File: src/hdl/vlcb_pkg.sv
`timescale 1ns / 1ps
// ----------------------------------------------------------------------------
// vlcb_pkg
// Constants, register indexes and tables for the vertex light color blend.
// ----------------------------------------------------------------------------
package vlcb_pkg;

	typedef enum logic [1:0] {
		REG_RATIO = 2'd0,
		REG_AMB_R = 2'd1,
		REG_AMB_G = 2'd2,
		REG_AMB_B = 2'd3
	} reg_idx_t;

	localparam int unsigned RATIO_W = 10;
	localparam int unsigned TINT_W  = 19;
	localparam int unsigned LEVEL_W = 28;

	localparam logic [RATIO_W-1:0] RATIO_RESET = RATIO_W'(1000);

	// artificial tint, 1.04 in Q2.16
	localparam int ART_TINT = 68157;

	// ratio offset that keeps the red/green tint numerator positive
	localparam logic [10:0] RG_BIAS = 11'd960;
	// reciprocal of 125 for a 31-bit shift, applied after a 13-bit pre-shift
	localparam logic [24:0] RECIP_125 = 25'd17179870;
	// reciprocal of 3125 for a 40-bit shift, applied after an 11-bit pre-shift
	localparam logic [28:0] RECIP_3125 = 29'd351843721;
	// reciprocal of 255 for a 34-bit shift
	localparam logic [26:0] RECIP_255 = 27'd67372037;

	localparam logic [16:0] SUN_B_BASE = 17'd7800;
	localparam logic [16:0] SUN_B_MUL  = 17'd98;

	// sun red/green tint minus the artificial tint: product>>18 - 65536 - ART
	localparam logic signed [TINT_W-1:0] RG_DIFF_OFS = TINT_W'(65536 + ART_TINT);
	localparam logic signed [TINT_W-1:0] B_DIFF_OFS  = TINT_W'(ART_TINT);

	// 255 * 2^17 keeps the mix numerator positive before the reciprocal
	localparam logic signed [27:0] MIX_OFS = 28'sd33423360;
	// undo the 2^17 offset and add back the artificial tint
	localparam logic signed [19:0] MIX_BACK = 20'sd62915;

	// dark boost by bits [7:3] of the level sum over 2^16:
	// entry k is the dark table at index floor(k / 3)
	localparam logic [2:0] DARK_BY_T8 [32] = '{
		3'd1, 3'd1, 3'd1, 3'd4, 3'd4, 3'd4, 3'd6, 3'd6,
		3'd6, 3'd6, 3'd6, 3'd6, 3'd6, 3'd6, 3'd6, 3'd5,
		3'd5, 3'd5, 3'd4, 3'd4, 3'd4, 3'd3, 3'd3, 3'd3,
		3'd2, 3'd2, 3'd2, 3'd1, 3'd1, 3'd1, 3'd0, 3'd0
	};

	typedef struct packed {
		logic [15:0] rem;
		logic [7:0]  quo;
		logic [8:0]  sum;
		logic [7:0]  bright;
		logic        zero;
	} div_t;

	// two restoring quotient bits, top bit at position sh
	function automatic div_t div_step2(input div_t d, input logic [2:0] sh);
		div_t r;
		logic [15:0] den;
		logic [2:0] pos;
		r = d;
		for (int k = 0; k < 2; k++) begin
			pos = sh - 3'(k);
			den = 16'(r.sum) << pos;
			if (r.rem >= den) begin
				r.rem = r.rem - den;
				r.quo[pos] = 1'b1;
			end
		end
		return r;
	endfunction

	function automatic logic [7:0] clamp_u8(input logic signed [11:0] v);
		logic [7:0] r;
		if (v[11])
			r = 8'd0;
		else if (|v[10:8])
			r = 8'd255;
		else
			r = v[7:0];
		return r;
	endfunction

endpackage

File: src/hdl/vertex_light_color_blend.sv
`timescale 1ns / 1ps
// ----------------------------------------------------------------------------
// vertex_light_color_blend
// Per-vertex light word to encoded light color and clamped RGB, 12-stage
// pipeline with a 4-stage pipelined divider for the sun share.
// ----------------------------------------------------------------------------
//  channel   ports                                         handshake
//  request   light_word, emissive_level                    start && !busy
//  result    sun_share, brightness, red/green/blue_out     done, one cycle
//  config    psel penable pwrite paddr pwdata prdata       pready tied high
//
//  One request per cycle while busy is low; each result is registered through
//  stages s1 to s12. busy is high after reset and after a write of
//  day_night_ratio, while the tint pipeline recomputes the sun tints.
//  The result side cannot stall, so the pipeline always advances.
// ----------------------------------------------------------------------------
module vertex_light_color_blend
	import vlcb_pkg::*;
(
	input  logic        clk,
	input  logic        arst_n,
	input  logic        start,
	output logic        busy,
	input  logic [15:0] light_word,
	input  logic [7:0]  emissive_level,
	output logic        done,
	output logic [7:0]  sun_share,
	output logic [7:0]  brightness,
	output logic [7:0]  red_out,
	output logic [7:0]  green_out,
	output logic [7:0]  blue_out,
	input  logic        psel,
	input  logic        penable,
	input  logic        pwrite,
	input  logic [3:0]  paddr,
	input  logic [31:0] pwdata,
	output logic [31:0] prdata,
	output logic        pready
);

	logic [RATIO_W-1:0] ratio_q;
	logic [7:0] amb_r_q, amb_g_q, amb_b_q;
	logic [1:0] refresh_q;
	logic cfg_wr, ratio_wr, accept;
	reg_idx_t cfg_idx;

	logic [10:0] rp_q;
	logic [16:0] nb_q;
	logic [35:0] prg_q;
	logic [45:0] pb_q;
	logic signed [TINT_W-1:0] drg_q, db_q;

	logic v_s1, v_s2, v_s3, v_s4, v_s5, v_s6;
	logic v_s7, v_s8, v_s9, v_s10, v_s11, v_s12;

	logic [7:0] night_s1, day_s1;
	logic [7:0] day_s2;
	logic [8:0] sum_s2;
	div_t div_in, div_s3, div_s4, div_s5, div_s6;
	logic [7:0] share_s7, bright_s7, share_s8, bright_s8, share_s9, bright_s9;
	logic [7:0] share_s10, bright_s10, share_s11, bright_s11;
	logic signed [27:0] prod_rg_s7, prod_b_s7;
	logic [52:0] p_rg_s8, p_b_s8;
	logic signed [19:0] mix_rg_s9, mix_b_s9;
	logic signed [LEVEL_W-1:0] c_rg_s10, c_b_s10;
	logic signed [11:0] lvl_rg_s11, lvl_b_s11;
	logic [2:0] boost_s11;
	logic [7:0] share_s12, bright_s12, red_s12, green_s12, blue_s12;

	logic [10:0] night_add;
	logic [27:0] y_rg, y_b;
	logic signed [29:0] lsum;
	logic [2:0] boost;
	logic signed [9:0] bright2;
	logic signed [29:0] c_rg_full, c_b_full;
	logic signed [11:0] r_sum, g_sum, b_sum;

	// ------------------------------------------------------------------
	// configuration
	// ------------------------------------------------------------------
	assign pready   = 1'b1;
	assign cfg_idx  = reg_idx_t'(paddr[3:2]);
	assign cfg_wr   = psel && penable && pwrite && pready;
	assign ratio_wr = cfg_wr && (cfg_idx == REG_RATIO);
	assign busy     = (refresh_q != 2'd0);
	assign accept   = start && !busy;

	always_ff @(posedge clk or negedge arst_n) begin
		if (!arst_n) begin
			ratio_q   <= RATIO_RESET;
			amb_r_q   <= 8'd0;
			amb_g_q   <= 8'd0;
			amb_b_q   <= 8'd0;
			refresh_q <= 2'd3;
		end else begin
			if (cfg_wr) begin
				unique case (cfg_idx)
					REG_RATIO: ratio_q <= pwdata[RATIO_W-1:0];
					REG_AMB_R: amb_r_q <= pwdata[7:0];
					REG_AMB_G: amb_g_q <= pwdata[7:0];
					REG_AMB_B: amb_b_q <= pwdata[7:0];
				endcase
			end
			if (ratio_wr)
				refresh_q <= 2'd3;
			else if (refresh_q != 2'd0)
				refresh_q <= refresh_q - 2'd1;
		end
	end

	always_comb begin
		unique case (cfg_idx)
			REG_RATIO: prdata = 32'(ratio_q);
			REG_AMB_R: prdata = 32'(amb_r_q);
			REG_AMB_G: prdata = 32'(amb_g_q);
			REG_AMB_B: prdata = 32'(amb_b_q);
		endcase
	end

	// ------------------------------------------------------------------
	// sun tints minus the artificial tint, recomputed continuously
	// ------------------------------------------------------------------
	always_ff @(posedge clk) begin
		rp_q  <= 11'(ratio_q) + RG_BIAS;
		nb_q  <= 17'(ratio_q) * SUN_B_MUL + SUN_B_BASE;
		prg_q <= 36'(rp_q) * 36'(RECIP_125);
		pb_q  <= 46'(nb_q) * 46'(RECIP_3125);
		drg_q <= $signed({1'b0, prg_q[35:18]}) - RG_DIFF_OFS;
		db_q  <= $signed({2'b0, pb_q[45:29]}) - B_DIFF_OFS;
	end

	// ------------------------------------------------------------------
	// request pipeline
	// ------------------------------------------------------------------
	always_ff @(posedge clk or negedge arst_n) begin
		if (!arst_n) begin
			{v_s1, v_s2, v_s3, v_s4, v_s5, v_s6} <= '0;
			{v_s7, v_s8, v_s9, v_s10, v_s11, v_s12} <= '0;
		end else begin
			{v_s1, v_s2, v_s3, v_s4, v_s5, v_s6} <= {accept, v_s1, v_s2, v_s3, v_s4, v_s5};
			{v_s7, v_s8, v_s9, v_s10, v_s11, v_s12} <= {v_s6, v_s7, v_s8, v_s9, v_s10, v_s11};
		end
	end

	assign night_add = 11'(light_word[15:8]) + ((11'(emissive_level) * 11'd5) >> 1);

	always_comb begin
		div_in.rem    = {day_s2, 8'd0} - 16'(day_s2);
		div_in.quo    = 8'd0;
		div_in.sum    = sum_s2;
		div_in.bright = sum_s2[8:1];
		div_in.zero   = (sum_s2 == 9'd0);
	end

	assign y_rg = 28'(prod_rg_s7 + MIX_OFS);
	assign y_b  = 28'(prod_b_s7 + MIX_OFS);

	assign bright2   = $signed({1'b0, bright_s9, 1'b0});
	assign c_rg_full = bright2 * mix_rg_s9;
	assign c_b_full  = bright2 * mix_b_s9;

	assign lsum = {{1{c_rg_s10[LEVEL_W-1]}}, c_rg_s10, 1'b0}
		+ {{2{c_b_s10[LEVEL_W-1]}}, c_b_s10};

	always_comb begin
		if (lsum[29])
			boost = DARK_BY_T8[0];
		else if (|lsum[28:24])
			boost = 3'd0;
		else
			boost = DARK_BY_T8[lsum[23:19]];
	end

	assign r_sum = lvl_rg_s11 + $signed({4'b0, amb_r_q});
	assign g_sum = lvl_rg_s11 + $signed({4'b0, amb_g_q});
	assign b_sum = lvl_b_s11 + $signed({9'b0, boost_s11}) + $signed({4'b0, amb_b_q});

	always_ff @(posedge clk) begin
		// saturate night, take night from day
		night_s1 <= (night_add > 11'd255) ? 8'd255 : night_add[7:0];
		day_s1   <= light_word[7:0];

		day_s2 <= (day_s1 < night_s1) ? 8'd0 : day_s1 - night_s1;
		sum_s2 <= 9'((day_s1 < night_s1) ? night_s1 : day_s1);

		// share = day * 255 / sum, two bits per stage
		div_s3 <= div_step2(div_in, 3'd7);
		div_s4 <= div_step2(div_s3, 3'd5);
		div_s5 <= div_step2(div_s4, 3'd3);
		div_s6 <= div_step2(div_s5, 3'd1);

		share_s7   <= div_s6.zero ? 8'd0 : div_s6.quo;
		bright_s7  <= div_s6.bright;
		prod_rg_s7 <= 28'($signed({1'b0, div_s6.zero ? 8'd0 : div_s6.quo})) * 28'(drg_q);
		prod_b_s7  <= 28'($signed({1'b0, div_s6.zero ? 8'd0 : div_s6.quo})) * 28'(db_q);

		share_s8  <= share_s7;
		bright_s8 <= bright_s7;
		p_rg_s8   <= 53'(y_rg[25:0]) * 53'(RECIP_255);
		p_b_s8    <= 53'(y_b[25:0]) * 53'(RECIP_255);

		share_s9  <= share_s8;
		bright_s9 <= bright_s8;
		mix_rg_s9 <= $signed({1'b0, p_rg_s8[52:34]}) - MIX_BACK;
		mix_b_s9  <= $signed({1'b0, p_b_s8[52:34]}) - MIX_BACK;

		share_s10  <= share_s9;
		bright_s10 <= bright_s9;
		c_rg_s10   <= LEVEL_W'(c_rg_full);
		c_b_s10    <= LEVEL_W'(c_b_full);

		share_s11  <= share_s10;
		bright_s11 <= bright_s10;
		lvl_rg_s11 <= c_rg_s10[LEVEL_W-1:16];
		lvl_b_s11  <= c_b_s10[LEVEL_W-1:16];
		boost_s11  <= boost;

		share_s12  <= share_s11;
		bright_s12 <= bright_s11;
		red_s12    <= clamp_u8(r_sum);
		green_s12  <= clamp_u8(g_sum);
		blue_s12   <= clamp_u8(b_sum);
	end

	assign done       = v_s12;
	assign sun_share  = share_s12;
	assign brightness = bright_s12;
	assign red_out    = red_s12;
	assign green_out  = green_s12;
	assign blue_out   = blue_s12;

`ifndef SYNTHESIS
	a_latency: assert property (@(posedge clk) disable iff (!arst_n)
		accept |-> ##12 done)
		else $error("accepted request did not produce a result");

	a_ratio_busy: assert property (@(posedge clk) disable iff (!arst_n)
		ratio_wr |=> busy)
		else $error("ratio write did not raise busy");

	a_busy_cause: assert property (@(posedge clk) disable iff (!arst_n)
		$rose(busy) |-> $past(ratio_wr))
		else $error("busy rose without a ratio write");
`endif

endmodule
File: config.mk
export PLATFORM = sky130hd
export DESIGN_NAME = vertex_light_color_blend
export DESIGN_NICKNAME = d
export VERILOG_FILES = /design/src/hdl/vlcb_pkg.sv /design/src/hdl/vertex_light_color_blend.sv
export SDC_FILE = /design/constraint.sdc
export NUM_CORES = 2
export LEC_CHECK = 0
export ABC_AREA = 1
export BUFFER_PORTS_ARGS = -buffer_cell sky130_fd_sc_hd__buf_2
export CAP_MARGIN = 20
export CELL_PAD_IN_SITES_DETAIL_PLACEMENT = 1
export CELL_PAD_IN_SITES_GLOBAL_PLACEMENT = 2
export CORE_MARGIN = 4
export CORE_UTILIZATION = 43
export CTS_BUF_LIST = sky130_fd_sc_hd__clkbuf_16
export DETAILED_ROUTE_END_ITERATION = 6
export PLACE_DENSITY_LB_ADDON = 0.1
export SETUP_SLACK_MARGIN = 0.3
export SLEW_MARGIN = 5
export SYNTH_ARGS = -nofsm -noshare
export SYNTH_HDL_FRONTEND = slang
export SYNTH_SLANG_ARGS = --single-unit
export TNS_END_PERCENT = 1
File: constraint.sdc
create_clock -name clk -period 9.9 [get_ports clk]
set_input_delay 0.99 -clock clk [delete_from_list [all_inputs] [get_ports clk]]
set_output_delay 0.99 -clock clk [all_outputs]
set_load 0.05 [all_outputs]
==> qor.yml <==
tritoncts: "done"
grt_usage_pct: 23.3
top_layer: "met4"
arrival_ns: 7.00
die-area_mm2: 0.161
post_cts_buffers: 0
clk_latency_ns: 0.70
ys_warn_count: 0
globalplace.congestion: 0.884
synthCells: 8165
crit_family: "adder cells"
r2r_cells: 24
critPathLaunchType: "register"
drv_slew: 0
yosys.area.top_type: "fa_1"
slowest_stage: "xnor2_1"
vias: 52027
initial_core_util_pct: 43.5
route.detailed.drc: 0
preCtsSetupSlack_ns: 3.54
yosysTopAreaCellShare_pct: 22.0
clkSinkCount: 604
async_reset_ff_share_pct: 7.95
setup_violations: 0
cp.depth: 24
r2r-start: "prod_rg_s7[17]"
setup_slack_ns: 3.47
cts_root_buffer: "clkbuf_16"
cp_max_fo: 6
ys_ff_latch: 604
r2r-end: "p_rg_s8[51]"
min_period_ns: 6.43
max_stage_delay_ns: 0.68
worst_slew_pin_slew_ns: 1.02
grt_pass1_wl_um: 304000
max_slew_margin_pct: 31.2
dpl.hpwl_um: 160000
ctsResizeCount: 0
yosysSeqAreaShare_pct: 18.6
cp_num_buf_inv: 2
vias_per_cell: 5.02
crit_type: "reg2reg"
cp.required_ns: 10.47
fmax_mhz: 156
crit_path_end: "p_rg_s8[51]"
die_h_um: 401
maxCapViolations: 0
synth_cell_type_count: 59
synth_area_mm2: 0.0663
antenna_found_initial: 2
synth.area.top_cells: "fa_1 (22%), ha_1 (20%), dfxtp_1 (17%), inv_1 (10%), nand2_1 (8.2%)"
hold_violations: 0
nets: 10132
rows: 143
areaGrowthSynthToFinish_pct: 8.17
path_clk_slew_ns: 0.06
h-tree-depth: 3
rsz0062_at_grt: "false"
endpoint_kind: "register"
ant_nets: 0
wl_met1_um: 83700
grt_overflow_total: 0
drive_gt1_share_pct: 3.81
ys.flop_type: "dfxtp_1"
first_iter_violations: 1722
finClkSkew_ns: 0.0525
grt_pass1_vias: 57551
avgSynthCellArea_um2: 8.13
die_w_um: 401
status: "finished, final reports clean"
regArea_mm2: 0.0124
holdCritPathClass: "in2async"
core_mm2: 0.153
tns_ns: 0
ioPinCount: 141
synth_edf_count: 0
path_cells: "inv_1 > ha_1 > nor3b_1 > nand3_1 > xnor2_1 > ha_1 > ha_1 > fa_1 > fa_1 > fa_1 > ha_1 > ha_1 > nand2_1 > nor2_1 > inv_1 > nor2_1 > and3_1 > nand2_1 > nand2_1 > nand2_1 > o21ai_1 > nand2_1 > nand2_1 > nand2_1"
fill_cells: 18559
hold_buffers: 0
routed_wirelength_um: 186000
cts_buffers: 74
wl_met3_um: 4600
multi_input_area_mm2: 0.0466
io_buffers: 92
cts.path.max_buffers: 3
grt_max_degree: 49
drtPass1Iterations: 5
cpMostUsedCell: "nand2_1"
dr_wl_met2_um: 93000
reg2reg_setup_slack_ns: 3.47
wire_per_inst_um: 17.9
min_period_over_period_pct: 65.0
critPathLaunch: "prod_rg_s7[17]"
## through the flow
| step | cell area (µm²) | instances | hold WS (ns) | util, % |
|---|---|---|---|---|
| after CTS | 71700 | 10372 | 0.297 | 47.0 |
| after detailed placement | 69100 | 10237 | 0.313 | 45.3 |
| after global routing | 71800 | 10373 | 0.268 | 47.0 |
| final | 71800 | 10374 | 0.271 | 47.0 |
| after floorplan | 66400 | 8187 | 0.310 | - |
| after global placement | 69100 | 10237 | 0.310 | 45.3 |
## sequential cells by signal, summed over array words and instances, names as in the netlist, 12 cells and up
signal      count
div_s5         31
div_s4         29
c_rg_s10       27
div_s3         27
c_b_s10        26
prod_b_s7      26
prod_rg_s7     26
mix_b_s9       20
mix_rg_s9      20
drg_q          19
p_b_s8         19
p_rg_s8        19
db_q           18
prg_q          18
pb_q           17
div_s6         16
nb_q           14
lvl_b_s11      12
lvl_rg_s11     12
## worst min path at each step
stage	startpoint	end	slack (ns)	cells past startpoint
2_1_floorplan	bright_s10[0]	bright_s11[0]	0.31	0
3_3_place_gp	share_s7[1]	share_s8[1]	0.31	0
3_5_place_dp	bright_s10[2]	bright_s11[2]	0.31	0
4_1_cts	div_s3[0]	div_s4[0]	0.30	0
5_1_grt	arst_n	amb_b_q[1]	0.27	1
6_report	arst_n	v_s3	0.27	1
## logic make-up after synthesis
family	synth area share, %
and+or+nand+nor	15.6
buffers and inverters	11.3
adders and majority gates	41.9
AOI/OAI and AO/OA	8.13
DFF	18.6
xor gates and xnor gates	4.57
other	0.0113
## final cells by class
cell class / count / share of cell area (%)
inverters: 1867 / 9.77
flip-flops and latches: 604 / 17.2
clock buffers: 75 / 2.62
multi-input cells: 5624 / 64.9
clock inverters: 60 / 1.05
well taps: 2030 / 3.54
repair buffers: 113 / 0.879
diodes: 1 / 0.00349
## synth_stat cells, types with 4 or more instances
cell type	instances
a211oi_1	14
a21boi_0	17
a21o_1	38
a21oi_1	397
a21oi_2	4
a31oi_1	46
and2_1	5
and3_1	7
buf_1	4
buf_4	27
clkbuf_1	55
dfrtp_1	40
dfstp_2	8
dfxtp_1	556
fa_1	729
ha_1	1053
inv_1	1851
inv_2	16
nand2_1	1454
nand2_2	9
nand3_1	205
nand3_4	4
nand3b_1	20
nand4_1	70
nor2_1	614
nor3_1	66
nor4_1	20
o2111ai_1	7
o211ai_1	18
o21a_1	18
o21ai_0	306
o21ai_1	32
o21bai_1	41
o221ai_1	5
o31ai_1	7
or2_2	16
xnor2_1	118
xor2_1	228
## metal layers
metal,vias to the layer above,global-route usage [%]
met3,219,2.36
met1,25707,29.8
met4,0,5.80
met5,-,0
met2,508,42.1
li1,25593,-
## worst register-to-register path, stage by stage (launching register included)
cell and delay, ns:
dfxtp_1 0.33, inv_1 0.22, ha_1 0.23, nor3b_1 0.38, nand3_1 0.19, xnor2_1 0.68
ha_1 0.37, ha_1 0.30, fa_1 0.41, fa_1 0.56, fa_1 0.43, ha_1 0.29
ha_1 0.32, nand2_1 0.10, nor2_1 0.13, inv_1 0.07, nor2_1 0.12, and3_1 0.16
nand2_1 0.05, nand2_1 0.15, nand2_1 0.13, o21ai_1 0.46, nand2_1 0.14, nand2_1 0.09
nand2_1 0.05
## layout by cell type (no fill, tap or decap), drive strengths merged, types with 24 or more instances in the layout
master and count:
nor2 620, dfrtp 40, ha 1053, o21ai 340, dfxtp 556, fa 729, inv 1880, xor2 228
nand3 211, xnor2 118, buf 113, a31oi 46, clkinv 30, conb 24, nor3 66, a21oi 402
nand2 1466, nand4 70, clkbuf 75, a21o 38, o21bai 42
Power is not shown: default switching activity piles up to over one toggle a cycle in this logic, so the estimate is an artifact.
